### src/rtl/core/cfcc_pkg.sv
`timescale 1ns / 1ps

package cfcc_pkg;

  // input field and result field widths
  localparam int unsigned ADJ_WIDTH    = 29;
  localparam int unsigned MAG_WIDTH    = 28;
  localparam int unsigned PERIOD_WIDTH = 30;

  // saturation limit for the adjustment magnitude, nanoseconds per second
  localparam logic [MAG_WIDTH-1:0] MAX_ADJ_PPB = MAG_WIDTH'(250000000);
  localparam longint unsigned      NS_PER_SEC  = 64'd1000000000;

  // restoring divider produces one quotient bit per step
  localparam int unsigned DIV_STEPS = PERIOD_WIDTH;
  localparam int unsigned CNT_WIDTH = $clog2(DIV_STEPS);

  // sequencer states
  typedef enum logic [2:0] {
    ST_IDLE,
    ST_MUL,
    ST_SEARCH,
    ST_DIV,
    ST_FINISH
  } cfcc_state_t;

endpackage

### src/rtl/core/cfcc_cmp_sub.sv
`timescale 1ns / 1ps

module cfcc_cmp_sub #(
  parameter int unsigned W = 37
) (
  input  logic [W-1:0] a,
  input  logic [W-1:0] b,
  output logic [W-1:0] diff,
  output logic         ge
);

  logic [W:0] full;

  // one subtractor, the borrow gives the compare
  assign full = {1'b0, a} - {1'b0, b};
  assign diff = full[W-1:0];
  assign ge   = ~full[W];

endmodule

### src/rtl/core/clock_frequency_correction_calc_top.sv
`timescale 1ns / 1ps

// Frequency correction calculator for a time-stamp counter.
// Input channel (in_valid/in_ready/in_adjust_ppb) takes a signed adjustment
// in parts per billion. Result channel (out_valid/out_ready) returns one
// transaction per input: out_updated, out_corrected_increment and
// out_correction_period (period minus one when above one).
// Config channel (cfg_valid/cfg_ready/cfg_data) writes the nominal increment;
// it is taken only while the sequencer is idle.
// Timing: one transaction is worked at a time. After acceptance the
// sequencer passes through a multiply state, a search over candidate
// steps (step is ceil(|ppb| * increment / 1e9), at most a quarter
// of the increment rounded up), the bit-serial divider and a finish
// state, where the result is loaded and out_valid raised. A zero
// adjustment goes straight to the finish state; a zero increment ends
// the search at its first candidate, with no division. in_ready returns
// once the result is loaded. Search and divider compares share one subtractor.
// Reset loads the nominal increment with 8 and leaves the block idle with
// no result pending. A finished result sits in the output register until
// taken; the next input is accepted meanwhile, and a second result waits
// in the finish cycle, holding in_ready low, while the receiver stalls.
module clock_frequency_correction_calc_top #(
  parameter int unsigned INCREMENT_BITS = 7
) (
  input  logic                                 clk,
  input  logic                                 rst_n,
  input  logic                                 in_valid,
  output logic                                 in_ready,
  input  logic signed [cfcc_pkg::ADJ_WIDTH-1:0] in_adjust_ppb,
  input  logic                                 cfg_valid,
  output logic                                 cfg_ready,
  input  logic [INCREMENT_BITS-1:0]            cfg_data,
  output logic                                 out_valid,
  input  logic                                 out_ready,
  output logic                                 out_updated,
  output logic [INCREMENT_BITS:0]              out_corrected_increment,
  output logic [cfcc_pkg::PERIOD_WIDTH-1:0]    out_correction_period
);

  localparam int unsigned PW = cfcc_pkg::MAG_WIDTH + INCREMENT_BITS;
  localparam int unsigned LW = INCREMENT_BITS + cfcc_pkg::PERIOD_WIDTH;
  localparam int unsigned QW = cfcc_pkg::PERIOD_WIDTH;
  localparam logic [INCREMENT_BITS-1:0] INC_RST = INCREMENT_BITS'(8);
  localparam logic [LW-1:0] NS_STEP = LW'(cfcc_pkg::NS_PER_SEC);

  cfcc_pkg::cfcc_state_t state_r, state_nxt;

  logic [INCREMENT_BITS-1:0]       inc_r;
  logic [cfcc_pkg::MAG_WIDTH-1:0]  mag_r, mag_nxt;
  logic                            neg_r, neg_nxt;
  logic                            zero_r, zero_nxt;
  logic [PW-1:0]                   prod_r, prod_nxt;
  logic [LW-1:0]                   lhs_r, lhs_nxt;
  logic [INCREMENT_BITS:0]         idx_r, idx_nxt;
  logic [INCREMENT_BITS-1:0]       step_r, step_nxt;
  logic [PW-1:0]                   rem_r, rem_nxt;
  logic [QW-1:0]                   quo_r, quo_nxt;
  logic [cfcc_pkg::CNT_WIDTH-1:0]  cnt_r, cnt_nxt;

  logic                            out_valid_r, out_valid_nxt;
  logic                            out_updated_r;
  logic [INCREMENT_BITS:0]         out_corr_r;
  logic [QW-1:0]                   out_period_r;

  logic                            in_fire;
  logic                            load_out;
  logic                            div_last;

  logic [cfcc_pkg::ADJ_WIDTH-1:0]  raw;
  logic [cfcc_pkg::ADJ_WIDTH-1:0]  mag_full;
  logic [PW:0]                     shifted;
  logic [LW-1:0]                   unit_a, unit_b, unit_diff;
  logic                            unit_ge;

  logic [INCREMENT_BITS:0]         corr_val;
  logic [QW-1:0]                   period_val;

  // shared compare and subtract unit
  cfcc_cmp_sub #(
    .W(LW)
  ) u_cmp_sub (
    .a   (unit_a),
    .b   (unit_b),
    .diff(unit_diff),
    .ge  (unit_ge)
  );

  // magnitude of the incoming adjustment, saturated when it is registered
  assign raw      = in_adjust_ppb;
  assign mag_full = raw[cfcc_pkg::ADJ_WIDTH-1] ? (~raw + 1'b1) : raw;

  // divider shift: remainder with the next dividend bit
  assign shifted = {rem_r, quo_r[QW-1]};

  // operand select for the shared unit
  always_comb begin
    unit_b = LW'(prod_r);
    if (state_r == cfcc_pkg::ST_DIV) begin
      unit_a = LW'(shifted);
    end else begin
      unit_a = lhs_r;
    end
  end

  assign div_last = (cnt_r == cfcc_pkg::CNT_WIDTH'(cfcc_pkg::DIV_STEPS - 1));

  // next state
  always_comb begin
    state_nxt = state_r;
    case (state_r)
      cfcc_pkg::ST_IDLE: begin
        if (in_valid) begin
          state_nxt = (mag_full == '0) ? cfcc_pkg::ST_FINISH : cfcc_pkg::ST_MUL;
        end
      end
      cfcc_pkg::ST_MUL: begin
        state_nxt = cfcc_pkg::ST_SEARCH;
      end
      cfcc_pkg::ST_SEARCH: begin
        if (idx_r > {1'b0, inc_r}) begin
          state_nxt = cfcc_pkg::ST_FINISH;
        end else if (unit_ge) begin
          state_nxt = cfcc_pkg::ST_DIV;
        end
      end
      cfcc_pkg::ST_DIV: begin
        if (div_last) begin
          state_nxt = cfcc_pkg::ST_FINISH;
        end
      end
      cfcc_pkg::ST_FINISH: begin
        if (load_out) begin
          state_nxt = cfcc_pkg::ST_IDLE;
        end
      end
      default: begin
        state_nxt = cfcc_pkg::ST_IDLE;
      end
    endcase
  end

  // handshake outputs
  always_comb begin
    in_ready  = 1'b0;
    cfg_ready = 1'b0;
    load_out  = 1'b0;
    case (state_r)
      cfcc_pkg::ST_IDLE: begin
        in_ready  = 1'b1;
        cfg_ready = 1'b1;
      end
      cfcc_pkg::ST_FINISH: begin
        load_out = ~out_valid_r | out_ready;
      end
      default: begin
        in_ready  = 1'b0;
        cfg_ready = 1'b0;
        load_out  = 1'b0;
      end
    endcase
  end

  assign in_fire = in_valid & in_ready;

  // datapath next values
  always_comb begin
    mag_nxt  = mag_r;
    neg_nxt  = neg_r;
    zero_nxt = zero_r;
    prod_nxt = prod_r;
    lhs_nxt  = lhs_r;
    idx_nxt  = idx_r;
    step_nxt = step_r;
    rem_nxt  = rem_r;
    quo_nxt  = quo_r;
    cnt_nxt  = cnt_r;
    case (state_r)
      cfcc_pkg::ST_IDLE: begin
        if (in_fire) begin
          neg_nxt  = raw[cfcc_pkg::ADJ_WIDTH-1];
          zero_nxt = (mag_full == '0);
          if (mag_full > cfcc_pkg::ADJ_WIDTH'(cfcc_pkg::MAX_ADJ_PPB)) begin
            mag_nxt = cfcc_pkg::MAX_ADJ_PPB;
          end else begin
            mag_nxt = mag_full[cfcc_pkg::MAG_WIDTH-1:0];
          end
          quo_nxt = '0;
        end
      end
      cfcc_pkg::ST_MUL: begin
        prod_nxt = PW'(mag_r) * PW'(inc_r);
        lhs_nxt  = NS_STEP;
        idx_nxt  = (INCREMENT_BITS + 1)'(1);
      end
      cfcc_pkg::ST_SEARCH: begin
        if (idx_r > {1'b0, inc_r}) begin
          // no step fits: full increment, period of one
          step_nxt = inc_r;
          quo_nxt  = QW'(1);
        end else if (unit_ge) begin
          step_nxt = idx_r[INCREMENT_BITS-1:0];
          rem_nxt  = PW'(lhs_r >> QW);
          quo_nxt  = lhs_r[QW-1:0];
          cnt_nxt  = '0;
        end else begin
          lhs_nxt = lhs_r + NS_STEP;
          idx_nxt = idx_r + 1'b1;
        end
      end
      cfcc_pkg::ST_DIV: begin
        // restoring division, one quotient bit per cycle
        if (unit_ge) begin
          rem_nxt = unit_diff[PW-1:0];
        end else begin
          rem_nxt = shifted[PW-1:0];
        end
        quo_nxt = {quo_r[QW-2:0], unit_ge};
        cnt_nxt = cnt_r + 1'b1;
      end
      default: begin
        cnt_nxt = cnt_r;
      end
    endcase
  end

  // result assembly
  always_comb begin
    if (zero_r) begin
      corr_val = '0;
    end else if (neg_r) begin
      corr_val = {1'b0, inc_r} - {1'b0, step_r};
    end else begin
      corr_val = {1'b0, inc_r} + {1'b0, step_r};
    end
    if (quo_r > QW'(1)) begin
      period_val = quo_r - 1'b1;
    end else begin
      period_val = quo_r;
    end
  end

  assign out_valid_nxt = load_out | (out_valid_r & ~out_ready);

  // control registers
  always_ff @(posedge clk) begin
    if (!rst_n) begin
      state_r     <= cfcc_pkg::ST_IDLE;
      inc_r       <= INC_RST;
      out_valid_r <= 1'b0;
    end else begin
      state_r     <= state_nxt;
      out_valid_r <= out_valid_nxt;
      if (cfg_valid && cfg_ready) begin
        inc_r <= cfg_data;
      end
    end
  end

  // payload registers
  always_ff @(posedge clk) begin
    mag_r  <= mag_nxt;
    neg_r  <= neg_nxt;
    zero_r <= zero_nxt;
    prod_r <= prod_nxt;
    lhs_r  <= lhs_nxt;
    idx_r  <= idx_nxt;
    step_r <= step_nxt;
    rem_r  <= rem_nxt;
    quo_r  <= quo_nxt;
    cnt_r  <= cnt_nxt;
    if (load_out) begin
      out_updated_r <= ~zero_r;
      out_corr_r    <= corr_val;
      out_period_r  <= period_val;
    end
  end

  assign out_valid               = out_valid_r;
  assign out_updated             = out_updated_r;
  assign out_corrected_increment = out_corr_r;
  assign out_correction_period   = out_period_r;

endmodule
### config.mk
export PLATFORM = sky130hd
export DESIGN_NAME = clock_frequency_correction_calc_top
export DESIGN_NICKNAME = d
export VERILOG_FILES = /design/src/rtl/core/cfcc_pkg.sv /design/src/rtl/core/cfcc_cmp_sub.sv /design/src/rtl/core/clock_frequency_correction_calc_top.sv
export SDC_FILE = /design/constraint.sdc
export NUM_CORES = 1
export LEC_CHECK = 0
export BUFFER_PORTS_ARGS = -buffer_cell sky130_fd_sc_hd__clkbuf_2
export CELL_PAD_IN_SITES_DETAIL_PLACEMENT = 1
export CELL_PAD_IN_SITES_GLOBAL_PLACEMENT = 1
export CORE_MARGIN = 10
export CORE_UTILIZATION = 45
export DETAILED_ROUTE_END_ITERATION = 8
export HOLD_SLACK_MARGIN = 0.12
export PLACE_DENSITY = 0.87
export SETUP_SLACK_MARGIN = 0.5
export SLEW_MARGIN = 25
export SYNTH_ARGS = -nofsm -noshare
export SYNTH_HDL_FRONTEND = slang
export SYNTH_HIERARCHICAL = 1
export SYNTH_SLANG_ARGS = --single-unit
### constraint.sdc
create_clock -name clk -period 6.9 [get_ports clk]
set_clock_uncertainty 0.15 [all_clocks]
set_input_delay 0.69 -clock clk [delete_from_list [all_inputs] [get_ports clk]]
set_output_delay 0.69 -clock clk [all_outputs]
set_load 0.05 [all_outputs]
==> impl_metrics.env, run 1 <==
export IMPL_run_status="completed"
export IMPL_required_worst_endpoint_ns=7.06
export IMPL_p_clk_share_pct=13.6
export IMPL_post_route_cells_drive_above_1_share_pct=9.23
export IMPL_layout_min_cycle_time_ns=6.02
export IMPL_holdBufCountCts=0
export IMPL_synth_yosys_warnings=6
export IMPL_detail_route_iter0_violations=822
export IMPL_p_sw_share_pct=46.9
export IMPL_gpl_final_weighted_congestion=0.871
export IMPL_timing_worst_setup_path_type="reg2reg"
export IMPL_cts_repair_resize_count=1
export IMPL_clkTransAtPathRegs_ns=0.06
export IMPL_power_net_switching_w=0.00492
export IMPL_crit_reg2reg_capture="prod_r[30]"
export IMPL_tightest_slew_margin_relative_to_the_limit_pct=32.1
export IMPL_clock_root_buffer="clkbuf_16"
export IMPL_max_slew_worst_pin_slew_ns=1.01
export IMPL_number_of_search_and_repair_iterations_in_the_first_detailed_routing_pass=5
export IMPL_area_of_placed_instances_mm2=0.0207
export IMPL_rsz0062_at_grt="false"
export IMPL_final_setup_viol_count=0
export IMPL_wirelength_met1_um=22000
export IMPL_min_period_over_period_pct=87.2
export IMPL_crit_reg2reg_launch="inc_r[3]"
export IMPL_syn_cell_area_mm2=0.0198
export IMPL_design_die_area_mm2=0.0527
export IMPL_insertedDiodeCount=0
export IMPL_timing_critical_path_from_type="register"
export IMPL_hold_viol=0
export IMPL_met3WireLength_um=1720
export IMPL_final_nets=2388
export IMPL_wl_um=53300
export IMPL_clock_insertion_delay_worst_skew_ns=0.56
export IMPL_worst_setup_path_end="prod_r[30]"
export IMPL_powerDensity_mw_per_mm2=485
export IMPL_initial_antenna_violation_count=0
export IMPL_rrSetupSlack_ns=0.88
export IMPL_max_clock_path_buffers=3
export IMPL_clock_sinks=228
export IMPL_avgSynthCellArea_um2=9.58
export IMPL_wl_met2_um=27800
export IMPL_drtAntennaViolNets=0
export IMPL_synth_cells=2061
export IMPL_vias_per_cell=5.59
export IMPL_cts_tree="yes"
export IMPL_top_layer="met4"
export IMPL_dpl_worst_slack_ns=0.438
export IMPL_vias=15200
export IMPL_fmax_mhz=166
export IMPL_min_delay_path_class="in2reg"
export IMPL_row_count=76
export IMPL_grt_overflow_total=0
export IMPL_cts_repair_timing_setup_buffer_count=0
export IMPL_post_layout_total_power_w=0.0105
export IMPL_cap_violations=0
export IMPL_hpwl_um=42200
export IMPL_io_buffers=82
export IMPL_wire_per_inst_um=19.7
export IMPL_worstPathArrival_ns=6.17
export IMPL_crit_path_start="inc_r[3]"
export IMPL_die_width_um=230
export IMPL_critPathMaxFanout=16
export IMPL_rr_worst_depth=18
export IMPL_post_route_util_pct=50.0
export IMPL_leakage_power_of_the_design_nw=9.27
export IMPL_layout_fillers=4889
export IMPL_timing_max_transition_violations_final=0
export IMPL_vdd_ir_drop_max_mv=0.243
export IMPL_portion_of_total_power_attributed_to_combinational_logic_pct=60.8
export IMPL_seq_power_share_pct=25.6
export IMPL_fin_area_mm2=0.0216
export IMPL_minimum_setup_slack_in_the_final_design_ns=0.883
export IMPL_syn2layout_area_growth_pct=9.53
export IMPL_design_portCount=83
export IMPL_cell_internal_pwr_w=0.00556
export IMPL_first_global_vias=16500
export IMPL_final_setup_tns_ns=0
export IMPL_grt_first_pass_wirelength_um=87200
export IMPL_global_route_usage_total_pct=19.9
export IMPL_critical_path_endpoint_type="register"
export IMPL_start_util_pct=45.7
export IMPL_cts_max_level=1
export IMPL_fp_coreArea_mm2=0.0433
export IMPL_die_height_um=230
export IMPL_cts_buffers_inserted=27
export IMPL_largest_net_degree_at_the_start_of_global_routing=49
export IMPL_post_route_drc_count=0
[sequential cells by signal (all words and copies together) (netlist names)]
register,flops
cnt_r,5
step_r,7
state_r,3
rem_r,35
out_corrected_increment,8
out_correction_period,30
idx_r,8
mag_r,28
lhs_r,28
out_updated,1
zero_r,1
prod_r,35
inc_r,7
quo_r,30
out_valid,1
neg_r,1
[cell usage in the layout (no fill, tap or decap), types with 26 or more instances in the layout]
cell type  instances
fa_1             131
nand2_1          249
nor3_1            28
clkbuf_16         27
edfxtp_1         217
mux2i_1           39
a21oi_1           96
xnor2_1           90
nand3_1           26
nor2_1           152
inv_1            195
and2_1           164
a21o_1            31
ha_1             112
xor2_1            64
o21ai_0           67
clkbuf_2          82
[stage by stage]
step                      instances  hold slack, ns
after floorplan                2062           0.400
after global placement         2660           0.419
after detailed placement       2660           0.436
after CTS                      2709           0.181
after global routing           2709           0.194
final                          2709           0.202
[power groups by stage]
stage / logic [W] / registers, W / clock network (W)
after detailed placement: 0.00631 / 0.00270 / 0
after CTS: 0.00638 / 0.00267 / 0.00145
after floorplan: 0.00476 / 0.00257 / 0
after global routing: 0.00712 / 0.00273 / 0.00150
after global placement: 0.00587 / 0.00265 / 0
final: 0.00637 / 0.00268 / 0.00143
[worst max-delay path: stages, from the launching register on]
cell and delay (ns):
dfxtp_2 0.54, buf_4 0.27, and2_1 0.19, fa_1 0.42, fa_1 0.49, fa_1 0.54, inv_1 0.06, fa_1 0.53
inv_1 0.05, ha_1 0.40, o21a_1 0.23, and2_1 0.14, a221oi_1 0.41, a21oi_1 0.26, a221oi_2 0.42, o21ai_1 0.19
a21o_1 0.21, a21oi_1 0.16, xnor2_1 0.08
[per-layer routing]
layer / vias up / track usage, %
met2: 316 / 36.7
met5: - / 0
met1: 7647 / 23.6
li1: 7092 / -
met3: 98 / 1.99
met4: 0 / 6.66
[area by class of cell]
class                   count  area [um2]  share of cell area (%)
clock buffers              37         763                    3.53
clock inverters            12         119                   0.549
inverters                 196         736                    3.40
multi-input cells        1549       12000                    55.4
flip-flops and latches    228        6740                    31.2
well taps                 585         732                    3.38
repair buffers            102         561                    2.59
[worst min path at each step]
stage | from | endpoint | slack (ns) | cells past startpoint
5_1_grt | cfg_data[0] | inc_r[0] | 0.19 | 3
4_1_cts | cfg_data[0] | inc_r[0] | 0.18 | 3
2_1_floorplan | rem_r[6] | rem_r[7] | 0.40 | 2
3_5_place_dp | rem_r[7] | rem_r[8] | 0.44 | 2
6_report | cfg_data[0] | inc_r[0] | 0.20 | 3
3_3_place_gp | rem_r[14] | rem_r[15] | 0.42 | 2
(Power assumes the default switching activity.)
==> run 2, diff against run 1 <==
- CORE_UTILIZATION: 45 -> 46
- CTS_BUF_LIST: unset -> sky130_fd_sc_hd__clkbuf_2 sky130_fd_sc_hd__clkbuf_4 sky130_fd_sc_hd__clkbuf_8
- PLACE_DENSITY: 0.87 -> 0.88
==> impl_metrics.env, run 2 (same netlist as run 1, synthesis figures left out) <==
export IMPL_run_status="completed"
export IMPL_post_route_util_pct=50.9
export IMPL_dpl_worst_slack_ns=0.352
export IMPL_critical_path_slowest_cell="fa_1"
export IMPL_insertedDiodeCount=0
export IMPL_hpwl_um=42500
export IMPL_grt_first_pass_wirelength_um=89300
export IMPL_crit_path_max_incr_delay_ns=0.55
export IMPL_rsz0062_at_grt="false"
export IMPL_vias=15400
export IMPL_clkTransAtPathRegs_ns=0.06
export IMPL_p_clk_share_pct=12.3
export IMPL_clock_insertion_delay_worst_skew_ns=0.58
export IMPL_crit_reg2reg_capture="prod_r[32]"
export IMPL_hold_path_end="inc_r[1]"
export IMPL_timing_hold_worst_path_depth=3
export IMPL_clock_sinks=228
export IMPL_design_portCount=83
export IMPL_vdd_ir_drop_max_mv=0.206
export IMPL_first_global_vias=17000
export IMPL_final_nets=2403
export IMPL_worstPathArrival_ns=6.23
export IMPL_min_period_over_period_pct=88.0
export IMPL_timing_worst_setup_path_type="reg2reg"
export IMPL_timing_max_transition_violations_final=0
export IMPL_crit_reg2reg_launch="mag_r[8]"
export IMPL_row_count=75
export IMPL_detail_route_iter0_violations=812
export IMPL_cts_tree="yes"
export IMPL_largest_net_degree_at_the_start_of_global_routing=49
export IMPL_cp_cell_sequence="and2_1, fa_1, fa_1, fa_1, inv_1, fa_1, inv_1, ha_1, a21o_1, a211o_1, a221oi_1, a21oi_1, a221oi_2, o21ai_1, a311oi_1, xnor2_1"
export IMPL_start_util_pct=46.8
export IMPL_p_sw_share_pct=47.9
export IMPL_global_route_usage_total_pct=21.3
export IMPL_critPathMostFrequentCell="fa_1"
export IMPL_biggestRegsByFlops="prod_r: 35 flops, rem_r: 35 flops"
export IMPL_cell_internal_pwr_w=0.00542
export IMPL_io_buffers=82
export IMPL_layout_fillers=4850
export IMPL_initial_antenna_violation_count=0
export IMPL_design_die_area_mm2=0.0516
export IMPL_die_width_um=227
export IMPL_post_route_drc_count=0
export IMPL_wl_um=54400
export IMPL_timing_critical_path_from_type="register"
export IMPL_drtAntennaViolNets=0
export IMPL_critical_path_endpoint_type="register"
export IMPL_gpl_final_weighted_congestion=0.884
export IMPL_post_route_cells_drive_above_1_share_pct=9.95
export IMPL_holdBufCountCts=0
export IMPL_leakage_power_of_the_design_nw=9.26
export IMPL_critPathMaxFanout=7
export IMPL_hold_viol=0
export IMPL_post_layout_total_power_w=0.0104
export IMPL_final_setup_tns_ns=0
export IMPL_die_height_um=227
export IMPL_seq_power_share_pct=25.8
export IMPL_rrSetupSlack_ns=0.83
export IMPL_max_slew_worst_pin_slew_ns=1.07
export IMPL_layout_min_cycle_time_ns=6.07
export IMPL_number_of_search_and_repair_iterations_in_the_first_detailed_routing_pass=7
export IMPL_syn2layout_area_growth_pct=8.84
export IMPL_power_net_switching_w=0.00498
export IMPL_cts_max_level=2
export IMPL_rr_worst_depth=16
export IMPL_required_worst_endpoint_ns=7.06
export IMPL_max_clock_path_buffers=3
export IMPL_minimum_setup_slack_in_the_final_design_ns=0.828
export IMPL_wire_per_inst_um=20.2
export IMPL_cap_violations=0
export IMPL_portion_of_total_power_attributed_to_combinational_logic_pct=61.8
export IMPL_fp_coreArea_mm2=0.0422
export IMPL_most_common_layout_cells="249 x nand2_1, 217 x edfxtp_1, 195 x inv_1, 164 x and2_1, 153 x nor2_1"
export IMPL_clock_root_buffer="clkbuf_8"
export IMPL_final_setup_viol_count=0
export IMPL_most_common_cell_after_layout_fill_and_taps_aside="nand2_1"
export IMPL_worst_hold_startpoint="cfg_data[1]"
export IMPL_grt_overflow_total=0
export IMPL_min_delay_path_class="in2reg"
export IMPL_powerDensity_mw_per_mm2=484
export IMPL_fmax_mhz=165
export IMPL_vias_per_cell=5.72
export IMPL_cts_buffers_inserted=41
export IMPL_tightest_slew_margin_relative_to_the_limit_pct=28.6
run 2: cell types whose count changed in the layout (fill, tap and decap cells not counted), sizes merged:
cell | before | now
clkbuf | 119 | 137
clkinvlp | 1 | 0
clkinv | 9 | 17
buf | 20 | 21
inv | 196 | 197
bufinv | 2 | 1
run 2: worst max-delay path by stage:
stage	slack [ns]	cells after the start	from	endpoint
floorplan	1.01	20	state_r[2]	cnt_r[0]
global placement	0.71	18	inc_r[1]	prod_r[30]
detailed placement	0.35	16	inc_r[1]	prod_r[32]
CTS	0.65	17	inc_r[6]	prod_r[32]
global route	0.52	16	mag_r[8]	prod_r[32]
finish	0.83	16	mag_r[8]	prod_r[32]
run 2: repair_timing:
item,CTS,global route
endpoints found under the setup margin,2,2
gates cloned,0,0
buffers inserted,0,1
gates resized for setup,4,3
pin swaps,0,2
run 2: layout make-up:
| type | instances | area, um2 | area share [%] |
|---|---|---|---|
| Clock buffer | 55 | 676 | 3.14 |
| Multi-Input combinational cell | 1549 | 12000 | 55.7 |
| Clock inverter | 19 | 126 | 0.588 |
| Sequential cell | 228 | 6740 | 31.4 |
| Inverter | 196 | 736 | 3.42 |
| Timing Repair Buffer | 103 | 568 | 2.64 |
| Tap cell | 539 | 674 | 3.14 |
run 2: per-stage QoR:
stage,hold WS [ns],std cells,cell area [um2]
after CTS,0.160,2688,21500
after detailed placement,0.437,2614,20700
final,0.185,2689,21500
after global placement,0.419,2614,20700
after floorplan,0.400,2062,19800
after global routing,0.185,2689,21500
run 2: routing by layer:
metal | GRT usage, % | wire [um]
met5 | 0 | 0
met4 | 8.58 | 2140
met3 | 2.50 | 2100
met2 | 39.0 | 28200
met1 | 24.7 | 21900
run 2: worst max-delay path, delay by kind of cell (launching register included):
kind,cells,cell delay [ns]
fa+ha+maj,5,2.52
flops,1,0.50
compound gates,7,2.16
simple gates,1,0.24
xor+xnor,1,0.12
buf+inv,2,0.11
run 2: power by group through the flow:
stage / clock (W) / sequential [W] / combinational [W]
3_3_place_gp: 0 / 0.00265 / 0.00587
2_1_floorplan: 0 / 0.00257 / 0.00476
5_1_grt: 0.00137 / 0.00274 / 0.00719
4_1_cts: 0.00131 / 0.00267 / 0.00643
6_report: 0.00128 / 0.00269 / 0.00643
3_5_place_dp: 0 / 0.00269 / 0.00633
==> run 3, diff against run 2 <==
- CORE_MARGIN: 10 -> unset
- CORE_UTILIZATION: 46 -> 45
- CTS_BUF_LIST: sky130_fd_sc_hd__clkbuf_2 sky130_fd_sc_hd__clkbuf_4 sky130_fd_sc_hd__clkbuf_8 -> sky130_fd_sc_hd__clkbuf_4 sky130_fd_sc_hd__clkbuf_8 sky130_fd_sc_hd__clkbuf_16
- GPL_TIMING_DRIVEN: unset -> 0
- PLACE_DENSITY: 0.88 -> 0.87
==> impl_metrics.env, run 3 (same netlist as run 1, synthesis figures left out) <==
export IMPL_min_period_over_period_pct=88.4
export IMPL_post_route_drc_count=0
export IMPL_cts_max_level=1
export IMPL_cap_violations=0
export IMPL_gpl_final_weighted_congestion=0.895
export IMPL_cts_tree="yes"
export IMPL_hpwl_um=44500
export IMPL_design_portCount=83
export IMPL_vdd_ir_drop_max_mv=0.257
export IMPL_first_global_vias=17200
export IMPL_timing_max_transition_violations_final=0
export IMPL_syn2layout_area_growth_pct=11.5
export IMPL_wl_um=56000
export IMPL_max_clock_path_buffers=3
export IMPL_final_setup_viol_count=0
export IMPL_timing_worst_setup_path_type="reg2reg"
export IMPL_grt_first_pass_wirelength_um=90800
export IMPL_biggestRegsByFlops="prod_r: 35 flops, rem_r: 35 flops"
export IMPL_most_common_cell_after_layout_fill_and_taps_aside="nand2_1"
export IMPL_rsz0062_at_grt="false"
export IMPL_most_common_layout_cells="249 x nand2_1, 217 x edfxtp_1, 195 x inv_1, 163 x and2_1, 153 x nor2_1"
export IMPL_wire_per_inst_um=20.1
export IMPL_most_crowded_layer_after_global_routing="met2"
export IMPL_initial_antenna_violation_count=0
export IMPL_number_of_search_and_repair_iterations_in_the_first_detailed_routing_pass=5
export IMPL_drtAntennaViolNets=0
export IMPL_fp_coreArea_mm2=0.0432
export IMPL_leakage_power_of_the_design_nw=9.44
export IMPL_worstPathArrival_ns=6.26
export IMPL_row_count=76
export IMPL_min_delay_path_class="in2reg"
export IMPL_clkTransAtPathRegs_ns=0.06
export IMPL_detail_route_iter0_violations=1006
export IMPL_grt_met3_usage_pct=2.74
export IMPL_timing_critical_path_from_type="register"
export IMPL_post_route_cells_drive_above_1_share_pct=9.40
export IMPL_grt_met2_usage_pct=46.3
export IMPL_cts_buffers_inserted=28
export IMPL_hold_viol=0
export IMPL_holdBufCountCts=0
export IMPL_layoutNonFillerInstCount=2788
export IMPL_final_setup_tns_ns=0
export IMPL_minimum_setup_slack_in_the_final_design_ns=0.799
export IMPL_design_die_area_mm2=0.0447
export IMPL_vias_per_cell=5.65
export IMPL_met1_usage_pct=30.1
export IMPL_final_nets=2465
export IMPL_insertedDiodeCount=0
export IMPL_required_worst_endpoint_ns=7.06
export IMPL_clock_insertion_delay_worst_skew_ns=0.60
export IMPL_die_width_um=212
export IMPL_layout_fillers=4975
export IMPL_die_height_um=212
export IMPL_io_buffers=77
export IMPL_dpl_worst_slack_ns=-0.623
export IMPL_layout_min_cycle_time_ns=6.10
export IMPL_largest_net_degree_at_the_start_of_global_routing=37
export IMPL_clock_root_buffer="clkbuf_16"
export IMPL_clock_sinks=228
export IMPL_max_slew_worst_pin_slew_ns=1.06
export IMPL_tightest_slew_margin_relative_to_the_limit_pct=29.0
export IMPL_global_route_usage_total_pct=25.5
export IMPL_run_status="completed"
export IMPL_grt_overflow_total=0
export IMPL_fmax_mhz=164
export IMPL_powerDensity_mw_per_mm2=487
export IMPL_critical_path_endpoint_type="register"
export IMPL_critPathMaxFanout=10
export IMPL_start_util_pct=45.8
export IMPL_placed_cells_incl_taps=2732
export IMPL_vias=15800
run 3: final timing paths:
path | startpoint | end | slack (ns) | depth (start not counted)
worst max-delay path | inc_r[2] | prod_r[30] | 0.80 | 18
worst min-delay path | cfg_data[0] | inc_r[0] | 0.17 | 3
worst max register to register | inc_r[2] | prod_r[30] | 0.80 | 18
worst min register to register | rem_r[10] | rem_r[11] | 0.43 | 2
run 3: final cells by class:
| type | instances | area, um2 | share of cell area [%] |
|---|---|---|---|
| plain buffers | 89 | 390 | 1.77 |
| clock buffers | 34 | 746 | 3.39 |
| clock inverters | 18 | 191 | 0.869 |
| inverters | 196 | 736 | 3.34 |
| multi-input cells | 1549 | 12000 | 54.4 |
| flip-flops and latches | 228 | 6740 | 30.6 |
| well taps | 585 | 732 | 3.32 |
| repair buffers | 89 | 515 | 2.34 |
run 3: timing repair:
item                                    in CTS  in global routing
resized for setup                           14                 22
buffers inserted                             3                  1
gates cloned                                 0                  0
pin swaps                                    1                  1
endpoints found under the setup margin     112                133
run 3: stage by stage:
step / power (W) / instance area, um2 / util [%] / hold WS, ns
floorplan: 0.00732 / 19800 / - / 0.400
global placement: 0.00862 / 20900 / 48.4 / 0.422
detailed placement: 0.00909 / 21000 / 48.7 / 0.446
CTS: 0.0107 / 22000 / 51.0 / 0.149
global route: 0.0116 / 22000 / 51.0 / 0.178
finish: 0.0107 / 22000 / 51.0 / 0.170
run 3: routing by layer:
layer / vias up / wire, um
met2: 402 / 28600
met4: 0 / 2720
met5: - / 0
met1: 7942 / 22700
li1: 7262 / -
met3: 153 / 2000
run 3: where the power goes:
part           total, W  switching (W)  internal, W
Clock           0.00149       0.000610     0.000883
Sequential      0.00265       0.000407      0.00225
Combinational   0.00658        0.00405      0.00254
run 3: worst max-delay path, stage by stage, from the launching register on:
cell and delay, ns:
dfxtp_1 0.46, buf_2 0.37, and2_1 0.21, fa_1 0.45, fa_1 0.49, fa_1 0.54
inv_1 0.06, fa_1 0.53, inv_1 0.04, ha_1 0.38, a2111oi_1 0.45, o21ai_1 0.25
a31oi_1 0.28, a21oi_2 0.15, a221oi_2 0.33, o21ai_1 0.18, a21o_1 0.21, a21oi_1 0.18
xnor2_1 0.08
